[src/flight_phase_detector_defines.svh]
// ----------------------------------------------------------------------------
// Flight phase detector assertion macros
// Concurrent assertion shorthands clocked on clk_i and disabled in reset.
// ----------------------------------------------------------------------------
`ifndef FLIGHT_PHASE_DETECTOR_DEFINES_SVH
`define FLIGHT_PHASE_DETECTOR_DEFINES_SVH

// check an expression at every clock edge
`define FPD_ASSERT_ALWAYS(lbl, expr, msg) \
  lbl: assert property (@(posedge clk_i) disable iff (!rst_ni) (expr)) else $error(msg);

// check that an antecedent implies a consequent in the same cycle
`define FPD_ASSERT_IMPL(lbl, ante, cons, msg) \
  lbl: assert property (@(posedge clk_i) disable iff (!rst_ni) (ante) |-> (cons)) \
    else $error(msg);

`endif

[src/fpd_pkg.sv]
// ----------------------------------------------------------------------------
// Flight phase detector package
// Payload types, phase codes, register indexes and register reset values.
// ----------------------------------------------------------------------------
`default_nettype none

package fpd_pkg;

  localparam int unsigned ALT_W   = 24;
  localparam int unsigned THR_W   = 23;
  localparam int unsigned TIME_W  = 32;
  localparam int unsigned PHASE_W = 3;

  localparam logic [PHASE_W-1:0] PH_POWERUP   = 3'd0;
  localparam logic [PHASE_W-1:0] PH_READY     = 3'd1;
  localparam logic [PHASE_W-1:0] PH_FLIGHT    = 3'd2;
  localparam logic [PHASE_W-1:0] PH_LANDED    = 3'd3;
  localparam logic [PHASE_W-1:0] PH_SAVE      = 3'd4;
  localparam logic [PHASE_W-1:0] PH_POWERDOWN = 3'd5;

  localparam logic OP_SAMPLE = 1'b0;
  localparam logic OP_FORCE  = 1'b1;

  localparam logic [1:0] REG_BASE_ALT  = 2'd0;
  localparam logic [1:0] REG_LAUNCH    = 2'd1;
  localparam logic [1:0] REG_LANDED    = 2'd2;
  localparam logic [1:0] REG_WAIT      = 2'd3;

  localparam logic [ALT_W-1:0]  BASE_ALT_RST = 24'sd0;
  localparam logic [THR_W-1:0]  LAUNCH_RST   = 23'd1280;
  localparam logic [THR_W-1:0]  LANDED_RST   = 23'd256;
  localparam logic [TIME_W-1:0] WAIT_RST     = 32'd60000;

  typedef struct packed {
    logic                     op;
    logic signed [ALT_W-1:0]  altitude;
    logic [TIME_W-1:0]        now_ms;
    logic [PHASE_W-1:0]       forced_phase;
  } fpd_in_t;

  typedef struct packed {
    logic [PHASE_W-1:0] phase;
    logic               collecting;
  } fpd_out_t;

endpackage

`default_nettype wire

[src/fpd_ram.sv]
// ----------------------------------------------------------------------------
// Flight phase detector RAM
// Generic single write port, single read port RAM with registered read data.
// ----------------------------------------------------------------------------
`default_nettype none

module fpd_ram #(
  parameter int unsigned WIDTH = 24,
  parameter int unsigned DEPTH = 30
) (
  input  wire logic                     clk_i,
  input  wire logic                     we_i,
  input  wire logic [$clog2(DEPTH)-1:0] waddr_i,
  input  wire logic [WIDTH-1:0]         wdata_i,
  input  wire logic                     re_i,
  input  wire logic [$clog2(DEPTH)-1:0] raddr_i,
  output logic      [WIDTH-1:0]         rdata_o
);

  logic [WIDTH-1:0] mem_q [DEPTH];
  logic [WIDTH-1:0] rdata_q;

  always_ff @(posedge clk_i) begin
    if (we_i) begin
      mem_q[waddr_i] <= wdata_i;
    end
    if (re_i) begin
      rdata_q <= mem_q[raddr_i];
    end
  end

  assign rdata_o = rdata_q;

endmodule

`default_nettype wire

[src/flight_phase_detector.sv]
// ----------------------------------------------------------------------------
// Flight phase detector
// Tracks the rocket flight phase from barometric altitude samples.
//
//   channel   direction  handshake                    payload
//   in        input      in_valid_i / in_ready_o      fpd_pkg::fpd_in_t
//   out       output     out_valid_o / out_ready_i    fpd_pkg::fpd_out_t
//   config    input      psel/penable/pwrite, pready  pwdata / prdata
//
// One item per cycle while the result register is free or taken; each item's result
// passes the input register (with the altitude ring read), then the result register.
// The ring lives in a RAM written and read at each sample transfer; a fill count
// stands in for clearing it, so no sweep follows reset.
// Both stages hold while the result register is full and not taken.
// ----------------------------------------------------------------------------
`default_nettype none

`include "flight_phase_detector_defines.svh"

module flight_phase_detector #(
  parameter int unsigned WINDOW = 30
) (
  input  wire logic              clk_i,
  input  wire logic              rst_ni,
  input  wire logic              in_valid_i,
  output logic                   in_ready_o,
  input  wire fpd_pkg::fpd_in_t  in_data_i,
  output logic                   out_valid_o,
  input  wire logic              out_ready_i,
  output fpd_pkg::fpd_out_t      out_data_o,
  input  wire logic              psel,
  input  wire logic              penable,
  input  wire logic              pwrite,
  input  wire logic [3:0]        paddr,
  input  wire logic [31:0]       pwdata,
  output logic [31:0]            prdata,
  output logic                   pready
);

  localparam int unsigned AW = $clog2(WINDOW);
  localparam logic [AW-1:0] WR_RST = AW'(1 % WINDOW);
  localparam logic [AW-1:0] RD_RST = AW'(2 % WINDOW);
  localparam logic [AW-1:0] LAST   = AW'(WINDOW - 1);
  localparam int unsigned DW = fpd_pkg::ALT_W + 1;

  // configuration registers
  logic signed [fpd_pkg::ALT_W-1:0] base_q;
  logic [fpd_pkg::THR_W-1:0]        launch_q;
  logic [fpd_pkg::THR_W-1:0]        landed_q;
  logic [fpd_pkg::TIME_W-1:0]       wait_q;
  logic                             cfg_wr;

  assign pready = 1'b1;
  assign cfg_wr = psel && penable && pwrite && pready;

  always_ff @(posedge clk_i or negedge rst_ni) begin
    if (!rst_ni) begin
      base_q   <= fpd_pkg::BASE_ALT_RST;
      launch_q <= fpd_pkg::LAUNCH_RST;
      landed_q <= fpd_pkg::LANDED_RST;
      wait_q   <= fpd_pkg::WAIT_RST;
    end else if (cfg_wr) begin
      unique case (paddr[3:2])
        fpd_pkg::REG_BASE_ALT: base_q   <= pwdata[fpd_pkg::ALT_W-1:0];
        fpd_pkg::REG_LAUNCH:   launch_q <= pwdata[fpd_pkg::THR_W-1:0];
        fpd_pkg::REG_LANDED:   landed_q <= pwdata[fpd_pkg::THR_W-1:0];
        fpd_pkg::REG_WAIT:     wait_q   <= pwdata;
        default: ;
      endcase
    end
  end

  always_comb begin
    unique case (paddr[3:2])
      fpd_pkg::REG_BASE_ALT: prdata = {{(32-fpd_pkg::ALT_W){base_q[fpd_pkg::ALT_W-1]}}, base_q};
      fpd_pkg::REG_LAUNCH:   prdata = {{(32-fpd_pkg::THR_W){1'b0}}, launch_q};
      fpd_pkg::REG_LANDED:   prdata = {{(32-fpd_pkg::THR_W){1'b0}}, landed_q};
      fpd_pkg::REG_WAIT:     prdata = wait_q;
      default:               prdata = '0;
    endcase
  end

  // handshake and stage control
  logic              s1_vld_q;
  fpd_pkg::fpd_in_t  s1_q;
  logic              old_vld_q;
  logic              out_vld_q;
  fpd_pkg::fpd_out_t out_q;
  logic              s1_adv;
  logic              in_xfer;
  logic              smp_xfer;

  assign s1_adv     = s1_vld_q && (!out_vld_q || out_ready_i);
  assign in_ready_o = !s1_vld_q || s1_adv;
  assign in_xfer    = in_valid_i && in_ready_o;
  assign smp_xfer   = in_xfer && (in_data_i.op == fpd_pkg::OP_SAMPLE);

  // ring pointers and fill count
  logic [AW-1:0] wr_q, wr_d;
  logic [AW-1:0] rd_q, rd_d;
  logic [AW-1:0] fill_q;
  logic          old_vld_d;
  logic [fpd_pkg::ALT_W-1:0] ring_rdata;

  assign wr_d      = (wr_q == LAST) ? '0 : wr_q + 1'b1;
  assign rd_d      = (rd_q == LAST) ? '0 : rd_q + 1'b1;
  assign old_vld_d = (fill_q == LAST);

  always_ff @(posedge clk_i or negedge rst_ni) begin
    if (!rst_ni) begin
      wr_q   <= WR_RST;
      rd_q   <= RD_RST;
      fill_q <= '0;
    end else if (smp_xfer) begin
      wr_q <= wr_d;
      rd_q <= rd_d;
      if (!old_vld_d) begin
        fill_q <= fill_q + 1'b1;
      end
    end
  end

  fpd_ram #(
    .WIDTH (fpd_pkg::ALT_W),
    .DEPTH (WINDOW)
  ) u_ring (
    .clk_i   (clk_i),
    .we_i    (smp_xfer),
    .waddr_i (wr_q),
    .wdata_i (in_data_i.altitude),
    .re_i    (smp_xfer),
    .raddr_i (rd_q),
    .rdata_o (ring_rdata)
  );

  // input register
  always_ff @(posedge clk_i or negedge rst_ni) begin
    if (!rst_ni) begin
      s1_vld_q <= 1'b0;
    end else if (in_ready_o) begin
      s1_vld_q <= in_valid_i;
    end
  end

  always_ff @(posedge clk_i) begin
    if (in_xfer) begin
      s1_q <= in_data_i;
    end
    if (smp_xfer) begin
      old_vld_q <= old_vld_d;
    end
  end

  // phase step
  logic [fpd_pkg::PHASE_W-1:0] phase_q, phase_d;
  logic                        coll_q, coll_d;
  logic [fpd_pkg::TIME_W-1:0]  stamp_q, stamp_d;
  logic signed [DW-1:0]        old_alt;
  logic signed [DW-1:0]        cur_alt;
  logic signed [DW-1:0]        base_ext;
  logic signed [DW-1:0]        base_diff;
  logic signed [DW-1:0]        old_diff;
  logic [DW-1:0]               base_abs;
  logic [DW-1:0]               old_abs;
  logic [fpd_pkg::TIME_W-1:0]  elapsed;

  assign cur_alt   = DW'(s1_q.altitude);
  assign base_ext  = DW'(base_q);
  assign old_alt   = old_vld_q ? DW'($signed(ring_rdata)) : '0;
  assign base_diff = base_ext - cur_alt;
  assign old_diff  = old_alt - cur_alt;
  assign base_abs  = base_diff[DW-1] ? DW'(-base_diff) : DW'(base_diff);
  assign old_abs   = old_diff[DW-1] ? DW'(-old_diff) : DW'(old_diff);
  assign elapsed   = s1_q.now_ms - stamp_q;

  always_comb begin
    phase_d = phase_q;
    coll_d  = coll_q;
    stamp_d = stamp_q;
    if (s1_q.op == fpd_pkg::OP_FORCE) begin
      if (s1_q.forced_phase <= fpd_pkg::PH_POWERDOWN) begin
        phase_d = s1_q.forced_phase;
      end
    end else begin
      unique case (phase_q)
        fpd_pkg::PH_POWERUP: begin
          coll_d = 1'b0;
        end
        fpd_pkg::PH_READY: begin
          coll_d = 1'b1;
          if (base_abs > DW'(launch_q)) begin
            phase_d = fpd_pkg::PH_FLIGHT;
          end
        end
        fpd_pkg::PH_FLIGHT: begin
          if (old_abs < DW'(landed_q)) begin
            phase_d = fpd_pkg::PH_LANDED;
            stamp_d = s1_q.now_ms;
          end
        end
        fpd_pkg::PH_LANDED: begin
          if (elapsed > wait_q) begin
            phase_d = fpd_pkg::PH_SAVE;
            coll_d  = 1'b0;
          end
        end
        fpd_pkg::PH_SAVE: begin
          phase_d = fpd_pkg::PH_POWERDOWN;
        end
        default: ;
      endcase
    end
  end

  always_ff @(posedge clk_i or negedge rst_ni) begin
    if (!rst_ni) begin
      phase_q <= fpd_pkg::PH_POWERUP;
      coll_q  <= 1'b1;
      stamp_q <= '0;
    end else if (s1_adv) begin
      phase_q <= phase_d;
      coll_q  <= coll_d;
      stamp_q <= stamp_d;
    end
  end

  // result register
  always_ff @(posedge clk_i or negedge rst_ni) begin
    if (!rst_ni) begin
      out_vld_q <= 1'b0;
    end else if (s1_adv) begin
      out_vld_q <= 1'b1;
    end else if (out_ready_i) begin
      out_vld_q <= 1'b0;
    end
  end

  always_ff @(posedge clk_i) begin
    if (s1_adv) begin
      out_q.phase      <= phase_d;
      out_q.collecting <= coll_d;
    end
  end

  assign out_valid_o = out_vld_q;
  assign out_data_o  = out_q;

  // assertions
  `FPD_ASSERT_IMPL(a_ptr_gap, 1'b1, rd_q == wr_d, "ring read pointer not one past write slot")
  `FPD_ASSERT_IMPL(a_fill_max, 1'b1, fill_q <= LAST, "ring fill count overran window")
  `FPD_ASSERT_IMPL(a_coll_fall, $fell(coll_q),
    phase_q == fpd_pkg::PH_POWERUP || phase_q == fpd_pkg::PH_SAVE,
    "collecting dropped outside power-up or save")
  `FPD_ASSERT_IMPL(a_stamp_chg, !$stable(stamp_q), phase_q == fpd_pkg::PH_LANDED,
    "landed stamp changed without entering landed")

endmodule

`default_nettype wire
[config.mk]
export PLATFORM = sky130hd
export DESIGN_NAME = flight_phase_detector
export DESIGN_NICKNAME = d
export VERILOG_FILES = /design/src/fpd_pkg.sv /design/src/fpd_ram.sv /design/src/flight_phase_detector.sv
export VERILOG_INCLUDE_DIRS = /design/src /design/src/src
export SDC_FILE = /design/constraint.sdc
export NUM_CORES = 1
export LEC_CHECK = 0
export BUFFER_PORTS_ARGS = -buffer_cell sky130_fd_sc_hd__buf_4
export CAP_MARGIN = 40
export CORE_MARGIN = 2
export CORE_UTILIZATION = 56
export CTS_CLUSTER_SIZE = 14
export DETAILED_ROUTE_END_ITERATION = 8
export PLACE_DENSITY_LB_ADDON = 0.1
export SYNTH_ARGS = -nofsm -noshare
export SYNTH_HDL_FRONTEND = slang
export SYNTH_SLANG_ARGS = --single-unit
export TNS_END_PERCENT = 10
[constraint.sdc]
create_clock -name clk_i -period 5.4 [get_ports clk_i]
set_clock_uncertainty 0.1 [all_clocks]
set_input_delay 1.08 -clock clk_i [delete_from_list [all_inputs] [get_ports clk_i]]
set_output_delay 1.08 -clock clk_i [all_outputs]
set_load 0.005 [all_outputs]
==> results of run 1 <==
-- sequential cells by signal, summed over array words and instances, names as in the netlist, 24 cells and up --
| signal | cells |
|---|---|
| base_q | 24 |
| cur_alt | 24 |
| s1_q | 36 |
| stamp_q | 32 |
| u_ring.mem_q | 720 |
| u_ring.rdata_o | 24 |
| wait_q | 32 |
-- worst min-delay path by stage --
stage,startpoint,to,depth (start not counted)
after floorplan,fill_q[4]$_DFFE_PN0P_,fill_q[4]$_DFFE_PN0P_,1
after global placement,fill_q[4]$_DFFE_PN0P_,fill_q[4]$_DFFE_PN0P_,1
after detailed placement,fill_q[4]$_DFFE_PN0P_,fill_q[4]$_DFFE_PN0P_,1
after CTS,rst_ni,rd_q[2]$_DFFE_PN0P_,1
after global routing,fill_q[4]$_DFFE_PN0P_,fill_q[4]$_DFFE_PN0P_,1
final,fill_q[4]$_DFFE_PN0P_,fill_q[4]$_DFFE_PN0P_,1
-- worst reg2reg max path, stage by stage (launching register included) --
cell and delay (ns):
edfxtp_1 0.41, buf_12 0.17, and2_1 0.15, ha_1 0.29
nor2b_2 0.18, o31a_1 0.37, buf_4 0.17, nor4_2 0.15
o21ai_0 0.13, a22o_1 0.23, or2_2 0.30, nor2_2 0.13
and4_4 0.24, nand2_1 0.06, nand2_1 0.08, xor2_1 0.15
ha_1 0.26, a2111o_1 0.41, nor4_2 0.25, o21ai_1 0.11
o22ai_2 0.20, o211ai_4 0.13, buf_12 0.21, mux2_4 0.34
-- metal layers --
layer	wire [um]	share of wire, %	global-route usage, %
met4	3990	3.6	9.51
met2	55900	50	46.5
met1	44900	40	36.6
met5	0	0	0
met3	6350	5.7	3.70
-- area by class of cell --
type | count | area (sq um) | area share [%]
Inverter | 156 | 586 | 1.12
Tap cell | 1050 | 1310 | 2.52
Clock buffer | 136 | 2670 | 5.11
Clock inverter | 39 | 402 | 0.770
Timing Repair Buffer | 362 | 2990 | 5.73
Multi-Input combinational cell | 1628 | 16000 | 30.7
Antenna cell | 3 | 7.51 | 0.0144
Sequential cell | 964 | 28200 | 54.1
-- through the flow --
step,setup TNS (ns),setup WS [ns],area (sq um),hold slack [ns],util [%]
after floorplan,0,0.0308,44800,0.338,-
after global placement,-5.07,-0.160,48500,0.352,61.2
after detailed placement,-9.59,-0.282,48600,0.366,61.5
after CTS,-1.38,-0.0641,51800,0.378,65.5
after global routing,-8.70,-0.261,52200,0.398,65.9
final,0,0.0238,52200,0.382,65.9
-- cell families (layout without fill, tap and decap cells) --
logic type | count (synthesis) | after routing | share of synthesized area (%)
XOR/XNOR | 100 | 100 | 1.96
other | 1 | 4 | 0.00838
AO/OA/AOI/OAI | 480 | 480 | 6.96
multiplexers | 351 | 351 | 15.1
AND/OR/NAND/NOR | 527 | 527 | 5.87
adder cells (fa/ha/maj) | 169 | 169 | 4.77
flip-flops | 964 | 964 | 63.0
buffers and inverters | 274 | 693 | 2.39
-- power by group through the flow --
stage	clock network [mW]	registers [mW]	logic, mW
after floorplan	0	8.98	5.16
after global placement	0	9.46	7.00
after detailed placement	0	9.31	7.43
after CTS	6.56	9.17	7.50
after global routing	6.84	9.22	8.42
final	6.44	9.18	7.76
-- layout by cell type (no fill, tap or decap), types with 70 or more instances in the layout --
cell         n
nand2_1    165
mux2_2      78
nor2_1      70
inv_1      150
dfrtp_1    138
a21oi_1     76
xnor2_1     71
mux4_2     239
ha_1       160
buf_4      336
edfxtp_1   809
o21ai_0    144
clkbuf_16   98
-- repair_timing --
action	4_1_cts	5_1_grt
gates resized for setup	24	78
endpoints found under the setup margin	40	40
pin swaps	5	40
buffers inserted	0	9
hold buffers	0	0
cloned	0	0
==> results.md, run 1 <==
- The count of boundary I/O pins is ~140.
- Subtracting the final worst setup slack from the clock period gives about 5.4 ns.
- The clock network burns between 20 and 30% of the power.
- The first routing iteration left 2198 violations.
- The worst-case reg-to-reg path depth is 23.
- In the synthesized netlist the async set-or-reset flop fraction comes to 16.1%.
- The total area inside the core boundary comes to around 79000 sq um.
- The combinational share of power is 33.2%.
- The wire-length estimate of the detail-placed layout is roughly 75 mm.
- The cell count after placement is 4152.
- Setup repair after global routing could not meet its margin everywhere.
- The detailed router placed ~27k vias in this run.
- The number of global-route vias before repair came to 27.2k.
- Synthesis instantiated 85 different standard cells from the library.
- The final max-slew violation count is 0.
- The count of antenna-violating nets left after detailed routing is 0.
- Averaged over all synthesized cells, the footprint is between 15 and 20 sq um.
- Relative to the synthesized area, the layout overhead comes to 16.5%.
- The average vias per placed instance is about 6.1.
- In this run the critical register-to-register path is launched from old_vld_q$_DFFE_PP_.
- The total wirelength of the detailed-routed design is ~110 mm.
- The first-pass GRT wire length is roughly 170 mm.
- Buffers placed on the I/O ports in this run total between 100 and 150.
- The endpoint of the most critical setup path is stamp_q[28]$_DFFE_PN0P_.
- The share of total power dissipated in sequential elements is between 30% and 40%.
- Of all cell types, the one taking the most synthesized area is edfxtp_1.
- Yosys instantiated no cell more often than edfxtp_1.
- The power density normalized to cell area is ~450 nW/um^2.
- The post-synthesis instance area is 44800 sq um.
- At the end of routability-driven placement, the weighted congestion stood at 0.960.
- The worst path buffer plus inverter count is 3.
- From bottom edge to top edge, the die measures 287 um.
- STA puts the critical path data required time at between 5 and 6 ns.
- The critical path class is reg -> reg.
- The static leakage is between 15 and 20 nW.
- The synthesis-stage register bit count is roughly 960.
- The kind of path behind the tightest hold check is reg -> reg.
- After synthesis, the cell types taking the most area are edfxtp_1 (54%), mux4_2 (12%), dfrtp_1 (7.9%).
- STA classifies the critical path startpoint as a register.
- The number of fill cells in the layout is approximately 5.6k.
- The post-detailed-route wirelength per cell is ~26 um.
- Summed over all nets, the switching power comes to 7.27 mW.
- For this run, the slowest stage of the critical path takes approximately 0.41 ns.
- The width of the die is about 290 um.
- The setup check on the worst reg-to-reg path leaves a slack of between 0.02 and 0.025 ns.
- The top cell type by area accounts for 54.3% of the synthesized area.
- The worst setup path is captured at a register.
- Traced cell by cell, the critical path runs through buf_12 -> and2_1 -> ha_1 -> nor2b_2 -> o31a_1 -> buf_4 -> nor4_2 -> o21ai_0 -> a22o_1 -> or2_2 -> nor2_2 -> and4_4 -> nand2_1 -> nand2_1 -> xor2_1 -> ha_1 -> a2111o_1 -> nor4_2 -> o21ai_1 -> o22ai_2 -> o211ai_4 -> buf_12 -> mux2_4.
- The count of cells in the finished layout, fillers not included, comes to 4338.
- The floorplan die area is approximately 82000 sq um.
- The largest fanout on the critical path is 32.
- The worst register-to-register path ends at stamp_q[28]$_DFFE_PN0P_.
- In the synthesized netlist, the cells that appear most often are edfxtp_1 (809), mux4_2 (239), nand2_1 (169), ha_1 (166), o21ai_0 (159).
- The synthesis warning total is 0.
- In this run the worst setup path begins at old_vld_q$_DFFE_PP_.
- The final hold violation count is 0.
- The internal power is 16.1 mW.
- Once the floorplan was initialized, standard cells occupied a little under three fifths of the core.
- In the final layout, the share of cells above drive strength 1 is 30.0%.
- Clock tree synthesis found a total of around 960 sinks.
- The fraction of the yosys area taken by sequential cells is 63.0%.
- Counting every net in the synthesized netlist gives around 3.1k.
- The completed layout was analyzed and its total power is about 23 mW.
- In the routed design, unresolved DRC markers number 0.
- The flow ran to the end, and the final reports show no timing, DRC or antenna violations.
- The cell with the largest stage delay on the worst path is edfxtp_1.
- The aggregate global routing overflow is 0.
- The pre-antenna-repair detailed-routing pass consisted of 6 iterations.
- Entering global routing, the biggest net connects a little over 80 pins.
- Clock latency on the worst-skew pair, taken at its later pin, is just under 0.7 ns.
- The remaining max-slew budget at the tightest pin is roughly 41%.
- Clock tree synthesis selected as its root buffer the cell clkbuf_16.
- The maximum vdd ir drop is about 0.32 mV.
- Data on the critical path arrives at its endpoint at around 5.8 ns.
- In this run the number of cells on the critical path is 23.
- The net count of the finished layout is between 3k and 4k.
- Max-cap violations in this run came to 0.
- Of the total power, the share spent switching nets is 31.1%.
- After clock tree synthesis, the clock-pin slew on the worst setup and hold paths is approximately 0.06 ns.
- The slew at the pin closest to its max-slew limit is around 0.89 ns.
- The TritonCTS clock tree is done.
- Synthesis produced approximately 2.9k cells.
- No sink is reached through more buffers than the 3 on the longest clock path.
- The maximum clock rate is 186 MHz.
- The total CTS buffers is 97.
- The number of enable-type register cells in the synthesized netlist is about 800.
- The total setup violations reported at the end of the flow is 0.
- The number of antenna violations at the first check in global routing is 3.
- The ratio of final minimum period to clock period is between 90% and 100%.
- The most used flip-flop cell after synthesis is edfxtp_1.
- The dominant delay contributor by cell family on the critical path is compound AO/OA/AOI/OAI gates.
- Across every metal layer, demand over resource in global routing totals between 20% and 30%.
- The number of placement rows is roughly 100.
- The deepest level of the CTS H-tree is 3.
No activity file was read; power rests on OpenSTA's default activity.
==> inputs of run 2 (changes only) <==
--- a/config.mk
+++ b/config.mk
@@ -9,7 +9,7 @@
 export BUFFER_PORTS_ARGS = -buffer_cell sky130_fd_sc_hd__buf_4
 export CAP_MARGIN = 40
 export CORE_MARGIN = 2
-export CORE_UTILIZATION = 56
+export CORE_UTILIZATION = 63
 export CTS_CLUSTER_SIZE = 14
 export DETAILED_ROUTE_END_ITERATION = 8
 export PLACE_DENSITY_LB_ADDON = 0.1
==> constraint.sdc (replaced) <==
create_clock -name clk_i -period 5 [get_ports clk_i]
set_clock_uncertainty 0.1 [all_clocks]
set_input_delay 1 -clock clk_i [delete_from_list [all_inputs] [get_ports clk_i]]
set_output_delay 1 -clock clk_i [all_outputs]
set_load 0.005 [all_outputs]
==> run 2 against run 1 <==
Effect of this change:
- first-iteration DRC count rose by 47%
- largest power group unchanged
- critical path depth shrank 1
- non-clock buffer count grew 187
- the run now ends with setup timing left
- global-route usage grew 7.0 points
- highest routed layer is now met5
- core utilization increased by 11 points
- routed wire length up 13%
- clock-buffer cell count decreased by 13
- clock power rose by 13%
- sequential share of layout area is 1.5 points lower
- hold slack got worse by 0.055 ns
==> results.md, run 2 (synthesis results as in run 1) <==
- Status: finished with violations (was finished clean).
- The final reports fail on setup timing.
- The critical path endpoint category is a register (unchanged).
- The largest net degree at the start of global routing is 94 (was 82).
- The area of the placeable core is 70100 sq um (was 79100 sq um).
- The total iterations of the first detailed-routing run is 6 (unchanged).
- The final worst setup slack is -0.468 ns (was 0.0238 ns).
- The count of boundary I/O pins was 142 (unchanged).
- The count of antenna-violating nets left after detailed routing is 0 (unchanged).
- The number of I/O port buffers is 138 (unchanged).
- The post-detailed-route wirelength per cell is 28.3 um (was 25.6 um).
- The flip-flop count of the largest register after layout is 720 (unchanged).
- The uppermost signal routing layer after detailed routing is met5 (was met4).
- The total CTS buffers came to 95 (was 97).
- The detailed-route via count is 28.7k (was 26.6k).
- The TritonCTS clock tree is done (unchanged).
- The final max-slew violation count is 0 (unchanged).
- The worst-case reg-to-reg path depth is 22 (was 23).
- The total wirelength of the detailed-routed design is 125 mm (was 111 mm).
- The starting DRC count in detailed routing is 3239 (was 2198).
- The startpoint of the most critical register-to-register path is old_vld_q$_DFFE_PP_ (unchanged).
- The remaining max-slew budget at the tightest pin is 38.7% (was 40.7%).
- The total design power is 26.2 mW (was 23.4 mW).
- The kind of path behind the tightest hold check is in -> async (was reg -> reg).
- The detailed route wirelength on metal3 is 9.73 mm (was 6.35 mm).
- The startpoint type of the worst setup path is a register (unchanged).
- The effective utilization at floorplan was 63.8% (was 56.6%).
- The switching part of the total power was 31.5% (was 31.1%).
- The critical path data required time came to 5.44 ns (was 5.84 ns).
- The internal power is 17.9 mW (was 16.1 mW).
- The fraction of layout cells with a size suffix above 1 is 34.4% (was 30.0%).
- The reported net switching power is 8.26 mW (was 7.27 mW).
- The ratio of final minimum period to clock period is 109% (was 99.6%).
- The width of the die is 271 um (was 287 um).
- The maximum vdd ir drop came to 0.542 mV (was 0.325 mV).
- The number of standard cells in the final layout excluding fillers was 4415 (was 4338).
- The utilization after layout is 76.6% (was 65.9%).
- The final hold violation count is 0 (unchanged).
- Crit-path cells: buf_12 -> and2_4 -> ha_4 -> a21o_1 -> a21o_1 -> or3_4 -> o311ai_4 -> o2111ai_2 -> nor4b_4 -> and2_4 -> and4_4 -> nand2_2 -> nand2_2 -> xor2_1 -> ha_1 -> a2111o_1 -> nor4_2 -> o21ai_1 -> o22ai_2 -> o211ai_4 -> clkbuf_16 -> mux2_4 (was buf_12 -> and2_1 -> ha_1 -> nor2b_2 -> o31a_1 -> buf_4 -> nor4_2 -> o21ai_0 -> a22o_1 -> or2_2 -> nor2_2 -> and4_4 -> nand2_1 -> nand2_1 -> xor2_1 -> ha_1 -> a2111o_1 -> nor4_2 -> o21ai_1 -> o22ai_2 -> o211ai_4 -> buf_12 -> mux2_4).
- The final critical-path required period is 5.47 ns (was 5.38 ns).
- Largest registers: u_ring.mem_q (720), s1_q (36) (unchanged).
- The met2 wire length is 63.1 mm (was 55.9 mm).
- The floorplan die area came to 73200 sq um (was 82200 sq um).
- The cell count after placement is 4207 (was 4152).
- The static leakage is 20.0 nW (was 19.0 nW).
- The number of clock sinks is 964 (unchanged).
- The total track usage is 34.4% (was 27.3%).
- The proportion of power drawn by the clock network is 27.8% (was 27.6%).
- The insertion delay of the later-clocked pin in the worst-skew pair is 0.71 ns (was 0.68 ns).
- The clock tree root driver cell is clkbuf_16 (unchanged).
- The deepest level of the CTS H-tree came to 3 (unchanged).
- The placer congestion estimate is 0.936 (was 0.960).
- The terminus of the critical flop-to-flop path was stamp_q[26]$_DFFE_PN0P_ (was stamp_q[28]$_DFFE_PN0P_).
- The aggregate global routing overflow is 0 (unchanged).
- The combinational share of power is 33.7% (was 33.2%).
- The critical path class is reg -> reg (unchanged).
- The average vias per placed instance came to 6.49 (was 6.14).
- The net count of the finished layout was 3666 (was 3481).
- RSZ-0062 raised after global routing: yes (unchanged).
- The placed wire-length estimate after detailed placement is 77.4 mm (was 75.3 mm).
- The antenna diode count is 0 (was 3).
- The final routed DRC violation total is 0 (unchanged).
- The worst hold slack after final layout came to 0.326 ns (was 0.382 ns).
- Commonest non-fill, non-tap cells in the layout: edfxtp_1 (809), buf_4 (526), mux4_2 (239), nand2_1 (164), ha_1 (152) (was edfxtp_1 (809), buf_4 (336), mux4_2 (239), nand2_1 (165), ha_1 (160)).
- The power density normalized to cell area came to 488 nW/um^2 (was 448 nW/um^2).
- The max-capacitance violation count was 0 (unchanged).
- The clock-pin slew of the registers on the worst-case setup and hold paths was 0.06 ns (about the same).
- The worst-case register-to-register setup slack is -0.47 ns (was 0.02 ns).
- The stage delay of the slowest cell on the critical path came to 0.47 ns (was 0.41 ns).
- The part of the power in registers was 38.5% (was 39.3%).
- The slew at the pin closest to its max-slew limit is 0.919 ns (was 0.888 ns).
- The number of hold-repair buffers added at the cts stage is 0 (unchanged).
- The setup total negative slack is -16.87 ns (was 0 ns).
- The deepest clock path buffer count is 3 (unchanged).
- The cell with the largest stage delay on the worst path is a2111o_1 (was edfxtp_1).
- The arrival time at the worst endpoint is 5.91 ns (was 5.81 ns).
- The maximum clock rate is 183 MHz (was 186 MHz).
- The most frequent standard cell in the layout excluding fill and tap cells is edfxtp_1 (unchanged).
- The first-pass GRT wire length is 186 mm (was 167 mm).
- The number of antenna violations at the first check in global routing is 1 (was 3).
- The total setup violations reported at the end of the flow was 40 (was 0).
- The number of global-route vias before repair is 29.5k (was 27.2k).
- The number of placement rows is 97 (was 103).
- The floorplan die height is 271 um (was 287 um).
- The growth of design area from synthesis to finish was 20.0% (was 16.5%).
- The largest fanout on the critical path is 8 (was 32).
- The routed metal-1 wirelength is 45.8 mm (was 44.9 mm).
- The most flop-heavy register is u_ring.mem_q (unchanged).
[run 2: cell count changes in the layout (fill, tap and decap cells not counted), sizes merged, moves of 3 or more]
cell      change
clkinvlp      +4
diode         -3
clkbuf       -11
bufinv        +5
clkinv        +5
buf         +185
[run 2: power by group through the flow]
stage | combinational, mW | clock (mW) | sequential (mW)
after detailed placement | 8.33 | 0 | 10.2
after global placement | 8.01 | 0 | 10.2
after global routing | 9.51 | 7.63 | 10.1
after floorplan | 5.59 | 0 | 9.70
after CTS | 8.69 | 7.36 | 10.0
final | 8.84 | 7.28 | 10.1
[run 2: metrics by stage]
step | area, sq um | worst slack [ns]
global route | 53700 | -0.699
finish | 53700 | -0.468
global placement | 49600 | -0.754
CTS | 53300 | -0.418
detailed placement | 49700 | -0.803
floorplan | 44800 | -0.274
[run 2: cell type report]
| type | instances | area (sq um) |
|---|---|---|
| Clock buffer | 123 | 2500 |
| Timing Repair Buffer | 549 | 4380 |
| Inverter | 156 | 586 |
| Clock inverter | 55 | 684 |
| Multi-Input combinational cell | 1628 | 16200 |
| Sequential cell | 964 | 28200 |
| Fill cell | 3904 | 16400 |
| Tap cell | 940 | 1180 |
[run 2: worst max-delay path: cells and delay by family (launching register included)]
kind                       cells  cell delay (ns)
buffers and inverters          2             0.42
AOI/OAI and AO/OA              8             1.93
adders and majority gates      2             0.47
and+or+nand+nor                8             1.53
DFF                            1             0.45
xor gates and xnor gates       1             0.15
muxes                          1             0.30
[run 2: per-layer routing]
metal  track usage [%]  vias to the layer above
li1                  -                    12200
met1              43.8                    14500
met2              58.7                     1611
met3              5.69                      361
met4              15.3                        2
met5                 0                        -
[run 2: worst max path at each step]
stage | from | endpoint | cells past startpoint
after floorplan | old_vld_q$_DFFE_PP_ | stamp_q[10]$_DFFE_PN0P_ | 24
after global placement | old_vld_q$_DFFE_PP_ | out_data_o[1]$_DFFE_PP_ | 25
after detailed placement | old_vld_q$_DFFE_PP_ | out_data_o[1]$_DFFE_PP_ | 25
after CTS | old_vld_q$_DFFE_PP_ | stamp_q[1]$_DFFE_PN0P_ | 23
after global routing | old_vld_q$_DFFE_PP_ | stamp_q[5]$_DFFE_PN0P_ | 25
final | old_vld_q$_DFFE_PP_ | stamp_q[26]$_DFFE_PN0P_ | 22
[run 2: repair_timing]
action / in CTS / in global routing
gates resized for setup: 73 / 48
setup endpoints to repair: 40 / 40
cloned: 1 / 3
buffers inserted: 15 / 12
pin swaps: 26 / 44
==> inputs of run 3 (changes only) <==
--- a/config.mk
+++ b/config.mk
@@ -9,7 +9,8 @@
 export BUFFER_PORTS_ARGS = -buffer_cell sky130_fd_sc_hd__buf_4
 export CAP_MARGIN = 40
 export CORE_MARGIN = 2
-export CORE_UTILIZATION = 63
+export CORE_UTILIZATION = 64
+export CTS_BUF_LIST = sky130_fd_sc_hd__clkbuf_8
 export CTS_CLUSTER_SIZE = 14
 export DETAILED_ROUTE_END_ITERATION = 8
 export PLACE_DENSITY_LB_ADDON = 0.1
==> run 3 against run 2 <==
Effect of this change:
- the run still ends with setup timing left
- via count is 2.1% lower
- first-iteration DRC count is 13% lower
- register-to-register slack better by 0.08 ns
- sequential share of layout area is 0.46 points higher
- flip-flop and latch count stayed put
- global-route usage is 1.8 points lower
- routed wire length is 8.2% lower
- setup slack better by 0.076 ns
- core utilization is 0.65 points higher
- die area is 1.5% lower
==> results.md, run 3 (synthesis results as in run 1) <==
- Status: finished with violations (unchanged).
- Failing checks: setup timing (unchanged).
- The proportion of power drawn by the clock network came to 25.4% (was 27.8%).
- The placer congestion estimate was 0.962 (was 0.936).
- The largest net degree at the start of global routing was 89 (was 94).
- The deepest clock path buffer count came to 3 (unchanged).
- The combinational share of power is 35.0% (was 33.7%).
- The net count of the finished layout is 3705 (was 3666).
- The summed area of non-filler cells in the final layout is 53200 sq um (was 53700 sq um).
- The final hold violation count is 0 (unchanged).
- The post-detailed-route wirelength per cell came to 25.6 um (was 28.3 um).
- The TritonCTS clock tree is done (unchanged).
- The critical path data required time is 5.47 ns (was 5.44 ns).
- The critical path class is reg -> reg (unchanged).
- The final critical-path required period is 5.39 ns (was 5.47 ns).
- The total design power is 25.2 mW (was 26.2 mW).
- The effective utilization at floorplan is 64.9% (was 63.8%).
- The startpoint of the most critical hold path is in_data_i[14].
- The worst hold slack after final layout is 0.253 ns (was 0.326 ns).
- The floorplan die height is 269 um (was 271 um).
- The part of the power in registers is 39.6% (was 38.5%).
- The pre-CTS setup slack is -1.08 ns (was -0.803 ns).
- The total iterations of the first detailed-routing run is 8 (was 6).
- The number of I/O port buffers was 138 (unchanged).
- The maximum vdd ir drop is 0.375 mV (was 0.542 mV).
- The maximum clock rate is 185 MHz (was 183 MHz).
- The switching part of the total power was 32.4% (was 31.5%).
- The clock-pin slew of the registers on the worst-case setup and hold paths is 0.06 ns (about the same).
- The utilization after layout is 77.2% (was 76.6%).
- The width of the die is 269 um (was 271 um).
- The total track usage is 32.6% (was 34.4%).
- The largest fanout on the critical path is 5 (was 8).
- The placed wire-length estimate after detailed placement is 77.9 mm (was 77.4 mm).
- The internal power is 17.0 mW (was 17.9 mW).
- The final max-slew violation count is 0 (unchanged).
- The total CTS buffers is 150 (was 95).
- The instance count along the most critical hold path is 1.
- The number of placement rows is 96 (was 97).
- The worst-case reg-to-reg path depth is 23 (was 22).
- The stage delay of the slowest cell on the critical path is 0.50 ns (was 0.47 ns).
- The area of the placeable core came to 68900 sq um (was 70100 sq um).
- The critical path endpoint category is a register (unchanged).
- The number of clock sinks is 964 (unchanged).
- Largest registers: u_ring.mem_q (720), s1_q (36) (unchanged).
- The power density normalized to cell area is 474 nW/um^2 (was 488 nW/um^2).
- The reported net switching power is 8.18 mW (was 8.26 mW).
- The startpoint of the most critical register-to-register path is base_q[0]$_DFFE_PN0P_ (was old_vld_q$_DFFE_PP_).
- The count of boundary I/O pins is 142 (unchanged).
- The final routed DRC violation total is 0 (unchanged).
- The kind of path behind the tightest hold check was in -> reg (was in -> async).
- For hold timing, the worst endpoint is s1_q[14]$_DFFE_PP_.
- The max-capacitance violation count is 0 (unchanged).
- The arrival time at the worst endpoint is 5.86 ns (was 5.91 ns).
- The average vias per placed instance is 6.25 (was 6.49).
- The floorplan die area is 72100 sq um (was 73200 sq um).
- The remaining max-slew budget at the tightest pin was 39.7% (was 38.7%).
- The cell with the largest stage delay on the worst path is or4b_1 (was a2111o_1).
- The slew at the pin closest to its max-slew limit came to 0.905 ns (was 0.919 ns).
- The deepest level of the CTS H-tree is 4 (was 3).
- The total wirelength of the detailed-routed design is 115 mm (was 125 mm).
- The aggregate global routing overflow is 0 (unchanged).
- The number of antenna violations at the first check in global routing is 2 (was 1).
- The growth of design area from synthesis to finish is 18.9% (was 20.0%).
- The first-pass GRT wire length was 172 mm (was 186 mm).
- The starting DRC count in detailed routing is 2818 (was 3239).
- The ratio of final minimum period to clock period came to 108% (was 109%).
- RSZ-0062 raised after global routing: yes (unchanged).
- Commonest non-fill, non-tap cells in the layout: edfxtp_1 (809), buf_4 (509), mux4_2 (239), inv_1 (199), nand2_1 (166) (was edfxtp_1 (809), buf_4 (526), mux4_2 (239), nand2_1 (164), ha_1 (152)).
- The static leakage is 20.0 nW (about the same).
- The count of antenna-violating nets left after detailed routing came to 0 (unchanged).
- The clock tree root driver cell is clkbuf_8 (was clkbuf_16).
- The startpoint type of the worst setup path is a register (unchanged).
- The placement-stage cell area is 49700 sq um (about the same).
- The cell type with the highest occurrence count on the critical path is buf_4.
- The total setup violations reported at the end of the flow is 40 (unchanged).
- The flip-flop count of the largest register after layout is 720 (unchanged).
- The number of global-route vias before repair is 28.8k (was 29.5k).
- The terminus of the critical flop-to-flop path is out_data_o[2]$_DFFE_PP_ (was stamp_q[26]$_DFFE_PN0P_).
- The most flop-heavy register is u_ring.mem_q (unchanged).
- The final worst setup slack is -0.392 ns (was -0.468 ns).
- The insertion delay of the later-clocked pin in the worst-skew pair is 0.85 ns (was 0.71 ns).
- The most frequent standard cell in the layout excluding fill and tap cells is edfxtp_1 (unchanged).
- The worst-case register-to-register setup slack is -0.39 ns (was -0.47 ns).
- Crit-path cells: inv_1 -> ha_2 -> fa_2 -> nor2b_1 -> o31a_1 -> o22a_1 -> or4b_1 -> a31o_4 -> a2111oi_4 -> buf_4 -> nand4_4 -> o31ai_4 -> xor2_1 -> ha_1 -> nor2b_2 -> o21ai_2 -> nand2_1 -> nor3_1 -> o21ai_1 -> o2111ai_1 -> buf_4 -> a21o_1 -> a21oi_2 (was buf_12 -> and2_4 -> ha_4 -> a21o_1 -> a21o_1 -> or3_4 -> o311ai_4 -> o2111ai_2 -> nor4b_4 -> and2_4 -> and4_4 -> nand2_2 -> nand2_2 -> xor2_1 -> ha_1 -> a2111o_1 -> nor4_2 -> o21ai_1 -> o22ai_2 -> o211ai_4 -> clkbuf_16 -> mux2_4).
- The fraction of layout cells with a size suffix above 1 was 34.3% (was 34.4%).
- The detailed-route via count is 28.0k (was 28.7k).
## run 3: worst max-delay path: cells and delay by family, from the launching register on
family          cells  cell delay (ns)
compound gates     10             2.31
xor+xnor            1             0.18
fa+ha+maj           3             0.66
buf+inv             3             0.44
flops               1             0.38
simple gates        6             1.09
## run 3: layout make-up
class	count	area [sq um]
clock inverters	117	762
inverters	156	586
multi-input cells	1628	16100
flip-flops and latches	964	28200
fillers	3939	15700
diodes	1	2.50
well taps	931	1160
clock buffers	157	2160
repair buffers	533	4270
## run 3: repair_timing
action | 4_1_cts | 5_1_grt
pin swaps | 12 | 47
setup buffers | 3 | 20
endpoints found under the setup margin | 40 | 40
hold buffers | 1 | 0
hold endpoints to repair | 3 | 0
cloned | 0 | 0
gates resized for setup | 46 | 62
## run 3: worst max path at each step
stage	from	to	slack [ns]	depth (start not counted)
global route	s1_q[3]$_DFFE_PP_	out_data_o[0]$_DFFE_PP_	-0.65	27
CTS	s1_q[3]$_DFFE_PP_	out_data_o[0]$_DFFE_PP_	-0.41	28
floorplan	old_vld_q$_DFFE_PP_	stamp_q[10]$_DFFE_PN0P_	-0.27	24
global placement	old_vld_q$_DFFE_PP_	out_data_o[1]$_DFFE_PP_	-0.81	22
detailed placement	old_vld_q$_DFFE_PP_	stamp_q[14]$_DFFE_PN0P_	-1.08	23
finish	base_q[0]$_DFFE_PN0P_	out_data_o[2]$_DFFE_PP_	-0.39	23
## run 3: stage by stage
| stage | std cells | setup TNS [ns] |
|---|---|---|
| 6_report | 4487 | -12.59 |
| 5_1_grt | 4487 | -22.23 |
| 4_1_cts | 4467 | -13.64 |
| 3_5_place_dp | 4189 | -38.21 |
| 3_3_place_gp | 4185 | -28.46 |
| 2_1_floorplan | 2866 | -8.50 |
## run 3: power by group through the flow
stage               sequential, mW  combinational (mW)  clock, mW
CTS                           9.97                8.58       6.51
detailed placement            10.1                8.38          0
floorplan                     9.70                5.59          0
global placement              10.2                8.02          0
global route                  10.0                9.53       6.85
finish                        9.98                8.83       6.41
## run 3: layer usage
layer / global-route usage, % / routed length, um
met4: 15.2 / 5430
met2: 54.4 / 57200
met1: 42.3 / 43800
met3: 5.61 / 8300
met5: 0 / 0
